File: config.mk
export PLATFORM = sky130hd
export DESIGN_NAME = gts_ctrl
export DESIGN_NICKNAME = d
export VERILOG_FILES = /design/src/hw/rtl/gts_pkg.sv /design/src/hw/rtl/gts_ctrl.sv
export SDC_FILE = /design/constraint.sdc
export NUM_CORES = 1
export LEC_CHECK = 0
export BUFFER_PORTS_ARGS = -buffer_cell sky130_fd_sc_hd__clkbuf_2
export CORE_UTILIZATION = 59
export DETAILED_ROUTE_END_ITERATION = 8
export GPL_ROUTABILITY_DRIVEN = 0
export PLACE_DENSITY_LB_ADDON = 0.08
export SYNTH_ARGS = -nofsm -noshare
export SYNTH_HDL_FRONTEND = slang
export SYNTH_SLANG_ARGS = --single-unit
File: constraint.sdc
create_clock -name clock -period 4.8 [get_ports clock]
set_input_delay 0.48 -clock clock [delete_from_list [all_inputs] [get_ports clock]]
set_output_delay 0.48 -clock clock [all_outputs]
set_load 0.005 [all_outputs]
File: src/hw/rtl/gts_pkg.sv
// Shared types, constants and the tap weight lookup of the trajectory smoother.
package gts_pkg;

   localparam int ID_W        = 31;
   localparam int HEIGHT_W    = 32;
   localparam int RADIUS_W    = 3;
   localparam int NEAR_W      = 64;
   localparam int FAR_W       = 48;
   localparam int WEIGHT_W    = 16;
   localparam int WSUM_W      = 20;
   localparam int IDX_W_MAX   = 5;
   localparam int CSR_IDX_W   = 2;
   localparam int CSR_DATA_W  = 64;

   localparam logic [CSR_IDX_W-1:0] CSR_RADIUS = 2'd0;
   localparam logic [CSR_IDX_W-1:0] CSR_NEAR   = 2'd1;
   localparam logic [CSR_IDX_W-1:0] CSR_FAR    = 2'd2;
   localparam logic [CSR_IDX_W-1:0] CSR_HEIGHT = 2'd3;

   localparam logic [RADIUS_W-1:0] RADIUS_RESET  = 3'd2;
   localparam logic [WEIGHT_W-1:0] CENTRE_WEIGHT = 16'h8000;

   typedef struct packed {
      logic                 shift;
      logic                 acc_clear;
      logic                 tap_en;
      logic [IDX_W_MAX-1:0] tap_idx;
      logic [IDX_W_MAX-1:0] center_idx;
      logic                 div_start;
      logic                 rsp_load;
      logic                 rsp_last;
   } cmd_type;

   typedef struct packed {
      logic div_done;
   } status_type;

   function automatic logic [WEIGHT_W-1:0] tap_weight(
      input logic [IDX_W_MAX-1:0] tap_off,
      input logic [NEAR_W-1:0]    near,
      input logic [FAR_W-1:0]     far
   );
      logic [WEIGHT_W-1:0] w;
      unique case (tap_off)
         5'd0: w = CENTRE_WEIGHT;
         5'd1: w = near[15:0];
         5'd2: w = near[31:16];
         5'd3: w = near[47:32];
         5'd4: w = near[63:48];
         5'd5: w = far[15:0];
         5'd6: w = far[31:16];
         5'd7: w = far[47:32];
         default: w = '0;
      endcase
      return w;
   endfunction

endpackage

File: src/hw/rtl/gts_ctrl.sv
// Sequencer: window counts, per-result tap loop and divider/response handshake.
module gts_ctrl #(
   parameter int MAX_RADIUS = 7
) (
   input  logic                            clock,
   input  logic                            reset,
   input  logic                            req_valid,
   output logic                            req_ready,
   input  logic                            req_final_pose,
   output logic                            rsp_valid,
   input  logic                            rsp_ready,
   input  logic [gts_pkg::RADIUS_W-1:0]    radius,
   output gts_pkg::cmd_type                cmd,
   input  gts_pkg::status_type             status
);

   localparam int DEPTH = 2 * MAX_RADIUS + 1;
   localparam int IDX_W = $clog2(DEPTH);
   localparam int CNT_W = $clog2(DEPTH + 1);

   localparam logic [2:0] ST_IDLE  = 3'd0;
   localparam logic [2:0] ST_CHECK = 3'd1;
   localparam logic [2:0] ST_MAC   = 3'd2;
   localparam logic [2:0] ST_TAIL  = 3'd3;
   localparam logic [2:0] ST_DIVS  = 3'd4;
   localparam logic [2:0] ST_DIV   = 3'd5;
   localparam logic [2:0] ST_OUT   = 3'd6;

   logic [2:0]       state_ff, state_in;
   logic [CNT_W-1:0] rec_ff, rec_in, emit_ff, emit_in, r_ff, r_in;
   logic             final_ff, final_in;
   logic [IDX_W-1:0] s_ff, s_in, c_ff, c_in, hi_ff, hi_in;

   logic [CNT_W-1:0] pending;
   logic [CNT_W:0]   c_w, hi_w, lim_w, lo_w, r_w;
   logic             run;

   assign pending = rec_ff - emit_ff;
   assign r_w     = (CNT_W+1)'(r_ff);
   assign c_w     = (CNT_W+1)'(pending) - 1'b1;
   assign hi_w    = c_w + r_w;
   assign lim_w   = (CNT_W+1)'(rec_ff) - 1'b1;
   assign lo_w    = (c_w >= r_w) ? c_w - r_w : '0;
   assign run     = (rec_ff > emit_ff) && (final_ff || (pending > r_ff));

   assign req_ready = (state_ff == ST_IDLE);
   assign rsp_valid = (state_ff == ST_OUT);

   always_comb begin
      state_in = state_ff;
      rec_in   = rec_ff;
      emit_in  = emit_ff;
      r_in     = r_ff;
      final_in = final_ff;
      s_in     = s_ff;
      c_in     = c_ff;
      hi_in    = hi_ff;
      cmd            = '0;
      cmd.tap_idx    = gts_pkg::IDX_W_MAX'(s_ff);
      cmd.center_idx = gts_pkg::IDX_W_MAX'(c_ff);
      cmd.rsp_last   = final_ff && (c_ff == '0);
      unique case (state_ff)
         ST_IDLE: begin
            if (req_valid) begin
               cmd.shift = 1'b1;
               final_in  = req_final_pose;
               r_in      = (int'(radius) > MAX_RADIUS) ? CNT_W'(MAX_RADIUS) : CNT_W'(radius);
               if (rec_ff >= CNT_W'(DEPTH)) begin
                  rec_in  = CNT_W'(DEPTH);
                  emit_in = (emit_ff != '0) ? emit_ff - 1'b1 : emit_ff;
               end else begin
                  rec_in = rec_ff + 1'b1;
               end
               state_in = ST_CHECK;
            end
         end
         ST_CHECK: begin
            if (run) begin
               cmd.acc_clear = 1'b1;
               c_in     = IDX_W'(c_w);
               s_in     = IDX_W'(lo_w);
               hi_in    = IDX_W'((hi_w > lim_w) ? lim_w : hi_w);
               state_in = ST_MAC;
            end else begin
               if (final_ff) begin
                  rec_in  = '0;
                  emit_in = '0;
               end
               state_in = ST_IDLE;
            end
         end
         ST_MAC: begin
            cmd.tap_en = 1'b1;
            if (s_ff == hi_ff) begin
               state_in = ST_TAIL;
            end else begin
               s_in = s_ff + 1'b1;
            end
         end
         ST_TAIL: state_in = ST_DIVS;
         ST_DIVS: begin
            cmd.div_start = 1'b1;
            state_in      = ST_DIV;
         end
         ST_DIV: begin
            if (status.div_done) begin
               cmd.rsp_load = 1'b1;
               state_in     = ST_OUT;
            end
         end
         ST_OUT: begin
            if (rsp_ready) begin
               emit_in  = emit_ff + 1'b1;
               state_in = ST_CHECK;
            end
         end
         default: state_in = ST_IDLE;
      endcase
   end

   always_ff @(posedge clock) begin
      if (reset) begin
         state_ff <= ST_IDLE;
         rec_ff   <= '0;
         emit_ff  <= '0;
         final_ff <= 1'b0;
      end else begin
         state_ff <= state_in;
         rec_ff   <= rec_in;
         emit_ff  <= emit_in;
         final_ff <= final_in;
      end
      r_ff  <= r_in;
      s_ff  <= s_in;
      c_ff  <= c_in;
      hi_ff <= hi_in;
   end

endmodule

==> Implementation_results.wiki <==
{| class="wikitable"
! Metric !! Value
|-
| Insertion delay to the later sink of the worst-skew pair || 0.27 ns
|-
| Post-DR wirelength/cell || ~15 um
|-
| CTS tree || built
|-
| CP Launch Point || rec_ff[0]
|-
| Number of enable-type register cells in the synthesized netlist || 15
|-
| Area of the die || roughly 4000 um2
|-
| Remaining antenna violation count || 0
|-
| CP max FO || 7
|-
| Worst EP required || between 4 and 5 ns
|-
| Period minus WS final || 3.98 ns
|-
| DPL Wire Length || 3.47 mm
|-
| Total Wirelength || ~4.4 mm
|-
| Max Slew Vio Count || 0
|-
| Crit end category || flip-flop
|-
| Area share of and/or/nand/nor cells after synthesis || 13.8%
|-
| Leading cell types in the layout, fill and taps excluded || ha_1, inv_1, clkbuf_2
|-
| Achievable frequency || 0.251 GHz
|-
| Sequential area share after synthesis || 30.3%
|-
| Combined buffer and inverter count along the critical path || 5
|-
| Vias in the first global route || about 1600
|-
| FF+latch count, synth || 27
|-
| Sinks on Clock Net || 27
|-
| Pwr/cell area || 373 nW/um2
|-
| Max-Cap Viols || 0
|-
| Die height || around 64 um
|-
| Proportion of synthesized flip-flops having asynchronous set or reset || 0%
|-
| Setup repair after global routing missed its margin || false
|-
| Leading register cell type out of synthesis || edfxtp_1
|-
| Post-synthesis cell count || around 230
|-
| Hold path start || radius[2]
|-
| Worst hold path class || in2reg
|-
| Avg Cell Area, Syn || 9.79 um2
|-
| I/O Pins || 27
|-
| Post-Syn Area || 2280 um2
|-
| Share of post-route cells with drive strength above 1 || 16.2%
|-
| Library cell used as clock root buffer || clkbuf_8
|-
| Critical register-to-register path startpoint || rec_ff[0]
|-
| Number of gates resized after CTS || 0
|-
| Starting density of the core || 61.9%
|-
| Category of the critical setup timing path || reg2reg
|-
| Most common cell after layout, fill and taps aside || ha_1
|-
| Static Leak || 1.04 nW
|-
| Core Rows || 22
|-
| Worst slew slack as a fraction of its limit || 48.2%
|-
| Library cells used by synthesis || 57
|-
| Number of buffers added by the clock tree synthesis step || 3
|-
| Final setup violation count || 0
|-
| Longest individual stage delay on the worst path || 0.46 ns
|-
| Mux share of post-synthesis cell area || roughly 3.5%
|-
| Number of detailed-route iterations in the first pass || 4
|-
| Maximum number of pins on one net before global-route repair || 15
|-
| Die extent in x || between 60 and 70 um
|-
| Adder-cell share of the synthesized area || 17.2%
|-
| Main combinational cell family by area after synthesis || compound AO/OA/AOI/OAI gates
|-
| Number of synthesis warnings || 0
|-
| Post-Synth XOR/XNOR Area || ~9.7%
|-
| Top cell family by delay on the critical path || adder cells
|-
| Gr usage total || between 20 and 25%
|-
| Run status || finished, final reports clean
|-
| Crit path max-delay cell type || dfxtp_1
|-
| Count of buffers from port buffering || 24
|-
| Total inserted antenna cells || 0
|-
| Endpoint arrival time on the critical path || 4.00 ns
|-
| Number of buffers inserted by hold repair at cts || 0
|-
| P&R area growth vs syn || 7.79%
|-
| Final standard cell utilization of the core || roughly two thirds
|-
| Cell type with the highest occurrence count on the critical path || inv_1
|-
| Pin slew with the least headroom to its limit || 0.767 ns
|-
| Area fraction in compound gates after synthesis || 19.0%
|-
| Setup Buffers After CTS || 0
|-
| Count of unresolved DRC violations after routing || 0
|-
| Number of buffers on the longest clock path || 2
|-
| CTS H-tree lvls || 1
|-
| Vias || 1730
|-
| DR vias/cell || 5.75
|-
| Core area || 3690 um2
|-
| Final-layout setup total negative slack || 0 ns
|-
| Largest clock skew in the final design || 0.00318 ns
|-
| Startpoint Class || flip-flop
|-
| Worst-path cell chain || inv_1, ha_1, inv_1, fa_1, inv_1, ha_1, inv_1, ha_1, nand2b_1, a21oi_1, nor2_1, xnor3_1, inv_1, ha_1, nand4_1, mux2i_1, a21oi_1, mux2i_1
|-
| Starting DRT DRC Count || 69
|-
| Clock transition at the registers of the reported paths || 0.09 ns
|-
| Final net count || 292
|-
| Initial antenna violation count || 0
|-
| Final hold violations || 0
|-
| Overflow after GRT || 0
|-
| Setup slack on the worst flop-to-flop path || between 0.8 and 0.9 ns
|-
| First-pass GRT wire length || ~7.8 mm
|-
| Final clock period utilization by the worst path || 83.0%
|-
| Worst-case vdd ir drop || about 0.00016 V
|}
[report_power, final]
part           internal, W  switching (W)
logic             0.000230       0.000253
registers         0.000285      0.0000192
clock network    0.0000595      0.0000719
total             0.000574       0.000344
[worst paths after layout]
| path | endpoint | cells after the start |
|---|---|---|
| hold reg to reg | emit_ff[3] | 2 |
| setup / recovery | hi_ff[2] | 18 |
| hold / removal | r_ff[2] | 1 |
| setup reg to reg | hi_ff[2] | 18 |
[stage by stage]
step / power (W) / std cells / setup slack (ns) / hold WS, ns / cell area [um2]
2_1_floorplan: 0.000702 / 234 / 1.16 / 0.487 / 2290
3_3_place_gp: 0.000783 / 297 / 0.908 / 0.540 / 2410
3_5_place_dp: 0.000791 / 297 / 0.806 / 0.534 / 2410
4_1_cts: 0.000921 / 301 / 0.792 / 0.374 / 2460
5_1_grt: 0.000991 / 301 / 0.483 / 0.366 / 2460
6_report: 0.000918 / 301 / 0.816 / 0.376 / 2460
[per-layer routing]
layer / part of all wire (%) / GRT usage (%)
met5: 0 / 0
met1: 47 / 32.4
met4: 0.78 / 6.67
met3: 4.8 / 4.46
met2: 48 / 39.5
[sequential cells by signal (all words and copies together), names as in the netlist]
register / count
s_ff: 4
final_ff: 1
r_ff: 3
emit_ff: 4
c_ff: 4
rec_ff: 4
state_ff: 3
hi_ff: 4
[Yosys cell counts, drive strengths merged, types with 3 or more instances]
cell / n / area (um2)
nor3: 7 / 40.0
a211oi: 4 / 30.0
nand3: 6 / 30.0
o211ai: 4 / 30.0
o21ai: 9 / 52.6
nand4: 3 / 18.8
buf: 5 / 36.3
o31ai: 4 / 35.0
a21o: 3 / 22.5
nand2b: 5 / 31.3
ha: 25 / 313
dfxtp: 12 / 240
nand2: 13 / 48.8
edfxtp: 15 / 450
nor2: 11 / 48.8
a21oi: 14 / 81.3
fa: 4 / 80.1
clkbuf: 4 / 15.0
xnor2: 10 / 87.6
xor2: 8 / 88.8
mux2i: 8 / 80.1
inv: 25 / 93.8
[layout make-up]
cell class	instances	area, um2
multi-input combinational	173	1450
fill	321	1230
sequential	27	691
timing repair buffer	24	120
inverter	25	93.8
tap	48	60.1
clock buffer	4	45.0
[kinds of logic after synthesis]
group | after synthesis
AOI/OAI and AO/OA | 56
xor gates and xnor gates | 20
adders and majority gates | 29
buffers and inverters | 34
DFF | 27
muxes | 8
other | 1
and+or+nand+nor | 58
[worst register-to-register path, delay by kind of cell (launching register included)]
family,cells,cell delay (ns)
buffers and inverters,5,0.53
and+or+nand+nor,3,0.30
DFF,1,0.46
AOI/OAI and AO/OA,2,0.54
muxes,2,0.22
adders and majority gates,5,1.47
xor gates and xnor gates,1,0.23
No activity file was read; power rests on OpenSTA's default activity.
